--- src/rtl/core/cppm_pkg.sv ---
// Shared types and constants for the CPPM frame decoder.
// No dependencies; imported by cppm_frame_decoder.
`timescale 1ns / 1ps

package cppm_pkg;

  // Result status codes
  typedef enum logic [2:0] {
    ST_STORED   = 3'd0,
    ST_IGNORED  = 3'd1,
    ST_BAD      = 3'd2,
    ST_ACCEPTED = 3'd3,
    ST_DROPPED  = 3'd4
  } status_t;

  // Configuration register indices
  localparam int CFG_IDX_W = 2;

  typedef enum logic [CFG_IDX_W-1:0] {
    REG_MIN_PULSE  = 2'd0,
    REG_MAX_PULSE  = 2'd1,
    REG_SYNC_PULSE = 2'd2
  } cfg_reg_t;

  localparam int TIME_W  = 32;
  localparam int PULSE_W = 16;
  localparam int CHAN_W  = 3;

  // Most frame values emitted per sync
  localparam int MAX_EMIT = 8;

  localparam logic [PULSE_W-1:0] MIN_PULSE_RST  = 16'd700;
  localparam logic [PULSE_W-1:0] MAX_PULSE_RST  = 16'd2250;
  localparam logic [PULSE_W-1:0] SYNC_PULSE_RST = 16'd7500;
  localparam logic [PULSE_W-1:0] SLOT_RST       = 16'd1500;

endpackage

--- src/rtl/core/cppm_frame_decoder.sv ---
// CPPM frame decoder top level: width stage, classifier, capture memory, frame sweep.
// Depends on cppm_pkg.
`timescale 1ns / 1ps

// Takes microsecond timestamps of rising edges on the in_ channel, one beat each, and
// turns the gap to the previous edge into a pulse width. Widths below min_pulse or
// between max_pulse and sync_pulse bump a wrapping 16-bit error count and drop the rest
// of the frame; a width at or above sync_pulse ends the frame; anything else lands in
// the next capture slot if the frame is not dropped and a slot is free. Every edge gives
// one status beat on out_, except an accepted sync, which gives one beat per channel
// (min(NUM_CHANNELS, 8) beats, out_last on the final one). Slot values live in a
// single-port-read capture memory of NUM_CHANNELS words; slots never written since
// reset read as 1500 via per-slot valid flags, so no clearing pass is needed. Edges
// that give a single beat flow at one per cycle while out_stall is low and no sweep
// runs; an accepted sync holds the classifier while the sweep reads the memory one
// slot per cycle while out_stall is low. Throughput is bounded by the output port, one
// beat per cycle, and by the memory read port during the sweep. cfg_ready is always
// high; registers should only be written while the block is idle.
module cppm_frame_decoder
  import cppm_pkg::*;
#(
  parameter int NUM_CHANNELS = 8
) (
  input  logic                 clk,
  input  logic                 rst_n,
  // edge input
  input  logic                 in_valid,
  output logic                 in_stall,
  input  logic [TIME_W-1:0]    in_edge_time,
  // results
  output logic                 out_valid,
  input  logic                 out_stall,
  output logic [2:0]           out_status,
  output logic [CHAN_W-1:0]    out_channel,
  output logic [PULSE_W-1:0]   out_value,
  output logic [PULSE_W-1:0]   out_error_count,
  output logic                 out_last,
  // configuration writes
  input  logic                 cfg_valid,
  output logic                 cfg_ready,
  input  logic [CFG_IDX_W-1:0] cfg_index,
  input  logic [PULSE_W-1:0]   cfg_data
);

  localparam int AW   = (NUM_CHANNELS > 1) ? $clog2(NUM_CHANNELS) : 1;
  localparam int CW   = $clog2(NUM_CHANNELS + 1);
  localparam int EMIT = (NUM_CHANNELS < MAX_EMIT) ? NUM_CHANNELS : MAX_EMIT;
  localparam logic [CHAN_W-1:0] LAST_IDX = CHAN_W'(EMIT - 1);
  localparam logic [CW-1:0]     CC_FULL  = CW'(NUM_CHANNELS);

  // ---------------------------------------------------------------- config
  logic [PULSE_W-1:0] min_r, max_r, sync_r;

  assign cfg_ready = 1'b1;

  always_ff @(posedge clk) begin
    if (!rst_n) begin
      min_r  <= MIN_PULSE_RST;
      max_r  <= MAX_PULSE_RST;
      sync_r <= SYNC_PULSE_RST;
    end else if (cfg_valid && cfg_ready) begin
      unique case (cfg_index)
        REG_MIN_PULSE:  min_r  <= cfg_data;
        REG_MAX_PULSE:  max_r  <= cfg_data;
        REG_SYNC_PULSE: sync_r <= cfg_data;
        default: ;  // unmapped index, write dropped
      endcase
    end
  end

  // ---------------------------------------------------------------- state
  logic                 w_valid_r;
  logic [TIME_W-1:0]    w_width_r;
  logic [TIME_W-1:0]    prev_edge_r;
  logic [CW-1:0]        cc_r, cc_nxt;
  logic                 dropped_r, dropped_nxt;
  logic [PULSE_W-1:0]   err_r, err_nxt;

  // frame sweep sequencer and memory read stage
  logic                 seq_busy_r;
  logic [CHAN_W-1:0]    seq_idx_r;
  logic                 rd_full_r;
  logic [CHAN_W-1:0]    rd_idx_r;
  logic                 rd_last_r;
  logic                 rd_vld_r;
  logic [PULSE_W-1:0]   rd_data_r;

  // capture memory and per-slot written flags
  logic [PULSE_W-1:0]   cap_mem [NUM_CHANNELS];
  logic [NUM_CHANNELS-1:0] slot_vld_r;

  // output register
  logic                 out_valid_r;
  status_t              out_status_r, out_status_nxt;
  logic [CHAN_W-1:0]    out_channel_r, out_channel_nxt;
  logic [PULSE_W-1:0]   out_value_r, out_value_nxt;
  logic [PULSE_W-1:0]   out_err_r, out_err_nxt;
  logic                 out_last_r, out_last_nxt;

  // ---------------------------------------------------------------- control
  logic in_accept, out_free, c_fire, c_frame, rd_issue, rd_take, mem_we;
  logic [AW-1:0] waddr, raddr;

  // classifier
  logic [PULSE_W-1:0] sat;
  logic bad, is_sync, drop_eff, can_store;

  assign out_free  = !out_valid_r || !out_stall;
  assign rd_take   = rd_full_r && out_free;
  // classifier waits out a sweep; this also keeps memory writes off the read port
  assign c_fire    = w_valid_r && !seq_busy_r && !rd_full_r && out_free;
  assign in_stall  = w_valid_r && !c_fire;
  assign in_accept = in_valid && !in_stall;
  assign rd_issue  = seq_busy_r && (!rd_full_r || rd_take);

  assign sat       = (|w_width_r[TIME_W-1:PULSE_W]) ? {PULSE_W{1'b1}} : w_width_r[PULSE_W-1:0];
  assign bad       = (w_width_r < {16'd0, min_r}) ||
                     ((w_width_r > {16'd0, max_r}) && (w_width_r < {16'd0, sync_r}));
  assign is_sync   = (w_width_r >= {16'd0, sync_r});
  assign drop_eff  = dropped_r || bad;
  assign can_store = !dropped_r && (cc_r < CC_FULL);
  assign c_frame   = is_sync && !drop_eff;

  assign mem_we    = c_fire && !is_sync && !bad && can_store;
  assign waddr     = cc_r[AW-1:0];
  assign raddr     = AW'(seq_idx_r);

  always_comb begin
    cc_nxt          = cc_r;
    dropped_nxt     = dropped_r;
    err_nxt         = err_r + {15'd0, bad};
    out_status_nxt  = ST_IGNORED;
    out_channel_nxt = '0;
    out_value_nxt   = sat;
    out_err_nxt     = err_nxt;
    out_last_nxt    = 1'b1;
    if (bad) dropped_nxt = 1'b1;
    if (is_sync) begin
      cc_nxt         = '0;
      dropped_nxt    = 1'b0;
      out_status_nxt = ST_DROPPED;   // unused when the frame is accepted
    end else if (bad) begin
      out_status_nxt = ST_BAD;
    end else if (can_store) begin
      out_status_nxt  = ST_STORED;
      out_channel_nxt = CHAN_W'(cc_r);
      cc_nxt          = cc_r + CW'(1);
    end
  end

  // ---------------------------------------------------------------- registers
  always_ff @(posedge clk) begin
    if (!rst_n) begin
      w_valid_r   <= 1'b0;
      prev_edge_r <= '0;
      cc_r        <= '0;
      dropped_r   <= 1'b0;
      err_r       <= '0;
      seq_busy_r  <= 1'b0;
      seq_idx_r   <= '0;
      rd_full_r   <= 1'b0;
      slot_vld_r  <= '0;
      out_valid_r <= 1'b0;
    end else begin
      // width stage
      if (in_accept) begin
        w_valid_r   <= 1'b1;
        prev_edge_r <= in_edge_time;
      end else if (c_fire) begin
        w_valid_r   <= 1'b0;
      end

      // classifier state
      if (c_fire) begin
        cc_r      <= cc_nxt;
        dropped_r <= dropped_nxt;
        err_r     <= err_nxt;
      end
      if (mem_we) slot_vld_r[waddr] <= 1'b1;

      // sweep sequencer
      if (c_fire && c_frame) begin
        seq_busy_r <= 1'b1;
        seq_idx_r  <= '0;
      end else if (rd_issue) begin
        if (seq_idx_r == LAST_IDX) seq_busy_r <= 1'b0;
        seq_idx_r <= seq_idx_r + CHAN_W'(1);
      end

      // read stage
      if (rd_issue)     rd_full_r <= 1'b1;
      else if (rd_take) rd_full_r <= 1'b0;

      // output register
      if ((c_fire && !c_frame) || rd_take) out_valid_r <= 1'b1;
      else if (out_free)                   out_valid_r <= 1'b0;
    end
  end

  // payload registers, no reset
  always_ff @(posedge clk) begin
    if (in_accept) w_width_r <= in_edge_time - prev_edge_r;
    if (rd_issue) begin
      rd_idx_r  <= seq_idx_r;
      rd_last_r <= (seq_idx_r == LAST_IDX);
      rd_vld_r  <= slot_vld_r[raddr];
    end
    if (c_fire && !c_frame) begin
      out_status_r  <= out_status_nxt;
      out_channel_r <= out_channel_nxt;
      out_value_r   <= out_value_nxt;
      out_err_r     <= out_err_nxt;
      out_last_r    <= out_last_nxt;
    end else if (rd_take) begin
      out_status_r  <= ST_ACCEPTED;
      out_channel_r <= rd_idx_r;
      out_value_r   <= rd_vld_r ? rd_data_r : SLOT_RST;
      out_err_r     <= err_r;   // held steady for the whole sweep
      out_last_r    <= rd_last_r;
    end
  end

  // capture memory: one write, one registered read
  always_ff @(posedge clk) begin
    if (mem_we)   cap_mem[waddr] <= sat;
    if (rd_issue) rd_data_r      <= cap_mem[raddr];
  end

  assign out_valid       = out_valid_r;
  assign out_status      = out_status_r;
  assign out_channel     = out_channel_r;
  assign out_value       = out_value_r;
  assign out_error_count = out_err_r;
  assign out_last        = out_last_r;

  // ---------------------------------------------------------------- checks
  a_cc_bound: assert property (@(posedge clk) disable iff (!rst_n)
    cc_r <= CC_FULL)
    else $error("channel count beyond NUM_CHANNELS");

  a_err_stable_sweep: assert property (@(posedge clk) disable iff (!rst_n)
    seq_busy_r |=> $stable(err_r))
    else $error("error count moved during a frame sweep");

  a_no_write_in_sweep: assert property (@(posedge clk) disable iff (!rst_n)
    mem_we |-> (!seq_busy_r && !rd_full_r))
    else $error("capture write overlaps a frame sweep");

  a_frame_last: assert property (@(posedge clk) disable iff (!rst_n)
    (out_valid_r && (out_status_r == ST_ACCEPTED) && out_last_r) |-> (out_channel_r == LAST_IDX))
    else $error("frame last mark on wrong channel");

endmodule
--- config.mk ---
export PLATFORM = sky130hd
export DESIGN_NAME = cppm_frame_decoder
export DESIGN_NICKNAME = d
export VERILOG_FILES = /design/src/rtl/core/cppm_pkg.sv /design/src/rtl/core/cppm_frame_decoder.sv
export SDC_FILE = /design/constraint.sdc
export NUM_CORES = 1
export LEC_CHECK = 0
export BUFFER_PORTS_ARGS = -buffer_cell sky130_fd_sc_hd__clkbuf_2
export CAP_MARGIN = 15
export CORE_UTILIZATION = 45
export DETAILED_ROUTE_END_ITERATION = 10
export PLACE_DENSITY = 0.67
export SLEW_MARGIN = 20
export SYNTH_ARGS = -nofsm -noshare
export SYNTH_HDL_FRONTEND = slang
export SYNTH_SLANG_ARGS = --single-unit
export TNS_END_PERCENT = 5
--- constraint.sdc ---
create_clock -name clk -period 4.7 [get_ports clk]
set_input_delay 0.235 -clock clk [delete_from_list [all_inputs] [get_ports clk]]
set_output_delay 0.235 -clock clk [all_outputs]
set_load 0.02 [all_outputs]
==> results.rst <==
.. list-table::
   :header-rows: 1

   * - Metric
     - Value
   * - Result of the run
     - finished clean
   * - Worst Hold Path Cells
     - 3
   * - Slack of the worst reg-to-reg path
     - 830 ps
   * - Postcts setup bufs
     - 0
   * - Kind of critical path
     - reg -> reg
   * - # clock sinks
     - 336
   * - Most Crowded Layer GR
     - met2
   * - Maximum number of pins on one net before global-route repair
     - 71
   * - Class of the tightest hold or removal check
     - in -> reg
   * - Post-Synthesis Net Count
     - 1461
   * - Vias per Instance
     - 5.214
   * - Highest achievable clock rate
     - 0.2585 GHz
   * - Clock latency on the worst-skew pair
     - 520 ps
   * - RePlAce Congestion
     - 0.8974
   * - Post_cts resized
     - 0
   * - Area delta synth->final
     - 16.38%
   * - Slowest stage cell on the critical path
     - edfxtp_1
   * - Required time of the critical path
     - just under 5000 ps
   * - Hold Path Sink
     - min_r[10]
   * - Number of library cell types mapped by synthesis
     - 60
   * - Unrepaired setup endpoints after global routing
     - false
   * - FFs w/ async S/R, synth
     - 0
   * - Number of maximum-capacitance constraint violations
     - 0
   * - Wire length of the first global-routing pass
     - 53390 µm
   * - Sequential cell area fraction in the yosys report
     - 0.5691
   * - Top post-synthesis cells by area
     - edfxtp_1, dfxtp_1, ha_1
   * - Post-route cell area
     - about 18000 µm²
   * - Post-route DRC
     - 0
   * - Die area
     - approximately 36000 µm²
   * - PnR Total Power
     - between 0.006 and 0.007 W
   * - Critical path launch point type
     - flop
   * - Number of I/O pins
     - between 90 and 100
   * - All-layer global routing usage
     - 0.1916
   * - Area of the mapped netlist
     - 15670 µm²
   * - Delay contributed by the slowest stage of the critical path
     - 460 ps
   * - Htree depth
     - 2
   * - Power density relative to cell area
     - 367.6 nW/µm²
   * - Global route total overflow
     - 0
   * - Mean area per synthesized cell
     - 11.85 µm²
   * - Hold-fix buffers at CTS
     - 42
   * - Die span in y
     - 188.6 µm
   * - Biggest fanout along the worst timing path
     - 4
   * - Normalized max-slew margin
     - 0.2818
   * - Number of nets in the final layout
     - 1604
   * - Worst Tran Pin Value
     - approximately 1100 ps
   * - Period utilization
     - 0.8230
   * - Startpoint of the worst-slack reg-to-reg timing path
     - w_width_r[13]
   * - Via count of the first global-routing pass
     - 9883
   * - DRT antenna net count
     - 0
   * - Final setup violating endpoints
     - 0
   * - Effective utilization at floorplan
     - 0.4627
   * - Endpoint of the worst-slack reg-to-reg timing path
     - out_error_count[14]
   * - Routed wire length per instance
     - 17.17 µm
   * - Arrival time reported for the critical path endpoint
     - 4120 ps
   * - Area after detailed placement
     - 16670 µm²
   * - First-pass DRT Iterations
     - 5
   * - CTS tree
     - built
   * - Global Route met3 Usage
     - 0.03017
   * - Number of port buffers
     - 95
   * - Post-layout min period
     - 3868 ps
   * - Min-Delay Startpoint
     - cfg_data[10]
   * - Number of hold violations in the final report
     - 0
   * - GR Layer Usage met1
     - 0.2533
   * - Core Area
     - 33870 µm²
   * - Register-to-Register Path Depth
     - 16
   * - Num rows
     - 67
   * - Final Slew Violations
     - 0
   * - Yosys top cell area share
     - 0.4196
   * - Total wirelength of the detailed-routed design
     - 33340 µm
   * - Routed vias
     - 10120
   * - Yosys warns
     - 0
   * - Buffering stage count on the worst path with inverters included
     - 0
   * - Post-synth top area cell
     - edfxtp_1
   * - Most frequent cell after synthesis
     - edfxtp_1
   * - Worst VDD drop
     - 249.7 µV
   * - Met2 usage in global routing
     - 0.3258
   * - Horizontal die dimension
     - 188.6 µm
   * - Critical path cell sequence
     - ha_1, nand4_1, or2_2, nor3_1, nor2_1, o211ai_1, nand2_1, ha_1, ha_1, nand3_1, nor2_1, and3_1, and3_1, nand3_1, nor2_1, xor2_1
   * - Synth Flop Type
     - edfxtp_1
   * - Initial antenna violation count
     - 0
   * - Clock tree root buffer cell
     - clkbuf_16
   * - Type of destination of the critical path
     - flop
   * - Crit-path leading delay family
     - simple AND/OR/NAND/NOR gates
   * - Gate count after technology mapping
     - 1322
   * - Detailed-placement wirelength estimate
     - 22390 µm
   * - Ratio of cells with drive above 1 in the final layout
     - 0.1748
   * - Leakage power total
     - ~6.3 nW
   * - Count of flip-flops with a built-in enable after synthesis
     - 219
   * - Initial drt markers
     - 670
   * - Clock Pin Slew Worst Setup and Hold Paths
     - 60 ps
   * - Diodes inserted
     - 0
   * - Top cells by instance count after synthesis
     - edfxtp_1, nand2_1, dfxtp_1, inv_1, ha_1
   * - Number of synthesized register bits
     - 336
   * - TritonCTS Buffers
     - 36
   * - Total Negative Setup Slacks
     - 0 ps
   * - Maximum buffer depth of the clock tree
     - 3
   * - Clk_skew
     - about 18 ps
-- cell usage in the layout (no fill, tap or decap), drive strengths merged, types with 8 or more instances in the layout --
cell	n
xor2	22
nor2	52
buf	20
nand3	21
o21ai	29
clkbuf	145
o21a	20
nand2	203
a21oi	42
o211ai	24
nand2b	14
a21o	25
clkinv	11
edfxtp	219
nor4	9
mux2i	9
mux2	26
xnor2	32
ha	83
nor3	8
and2	18
dlygate4sd3	42
inv	107
or2	13
dfxtp	117
a211oi	8
nand4	19
a21boi	69
mux4	34
-- power by group --
part	internal, W	switching [W]	leakage [nW]
clock	0.00161	0.00112	0.566
combinational	0.000284	0.000387	3.29
sequential	0.00323	0.0000668	2.45
-- state kept, by name, indices dropped and copies added (netlist names), 3 cells and up --
| register | flops |
|---|---|
| min_r | 16 |
| out_status | 3 |
| cc_r | 4 |
| out_channel | 3 |
| rd_idx_r | 3 |
| out_error_count | 16 |
| slot_vld_r | 8 |
| max_r | 16 |
| prev_edge_r | 32 |
| raddr | 3 |
| err_r | 16 |
| sync_r | 16 |
| w_width_r | 32 |
| rd_data_r | 16 |
| out_value | 16 |
| cap_mem | 128 |
-- worst max path at each step --
stage / startpoint / endpoint / slack [ps] / depth (start not counted)
4_1_cts: w_width_r[13] / out_error_count[14] / 880 / 16
5_1_grt: w_width_r[5] / out_error_count[15] / 480 / 17
2_1_floorplan: w_width_r[13] / cap_mem[0][0] / 550 / 9
3_3_place_gp: w_width_r[14] / out_error_count[14] / 970 / 16
3_5_place_dp: w_width_r[13] / out_error_count[14] / 900 / 16
6_report: w_width_r[13] / out_error_count[14] / 830 / 16
-- metal layers --
| layer | wire length, µm | vias to the layer above |
|---|---|---|
| met5 | 0 | - |
| met4 | 664 | 0 |
| met3 | 1504 | 52 |
| met2 | 16160 | 226 |
| met1 | 15010 | 4822 |
| li1 | - | 5020 |
-- cells by family after synthesis --
logic type / synth area share
other cells: 0.0002393
xor+xnor: 0.03018
flops: 0.5691
buf+inv: 0.03920
compound gates: 0.1062
mux: 0.07425
simple gates: 0.1133
fa+ha+maj: 0.06755
-- worst reg2reg max path, cell delays in order, from the launching register on --
cell,delay (ps)
edfxtp_1,460
ha_1,340
nand4_1,130
or2_2,350
nor3_1,260
nor2_1,100
o211ai_1,370
nand2_1,170
ha_1,230
ha_1,210
nand3_1,140
nor2_1,100
and3_1,220
and3_1,230
nand3_1,130
nor2_1,60
xor2_1,140
-- area by class of cell --
cell class / count / area (µm²)
inverters: 105 / 394.1
clock buffers: 51 / 1008
flip-flops and latches: 336 / 8921
fillers: 2890 / 15630
repair buffers: 156 / 1039
well taps: 448 / 560.5
clock inverters: 15 / 133.9
multi-input cells: 830 / 6181
-- metrics by stage --
step / util / setup WS (ps) / hold slack, ps / std cells
2_1_floorplan: - / 548.5 / 359.1 / 1322
5_1_grt: 0.5385 / 480.5 / 20.21 / 1941
4_1_cts: 0.5385 / 876.6 / 9.482 / 1941
3_3_place_gp: 0.4923 / 970.9 / 443.3 / 1833
3_5_place_dp: 0.4923 / 898.8 / 453.2 / 1833
6_report: 0.5385 / 832.1 / 31.57 / 1941
Power figures use the tool's default switching activity.
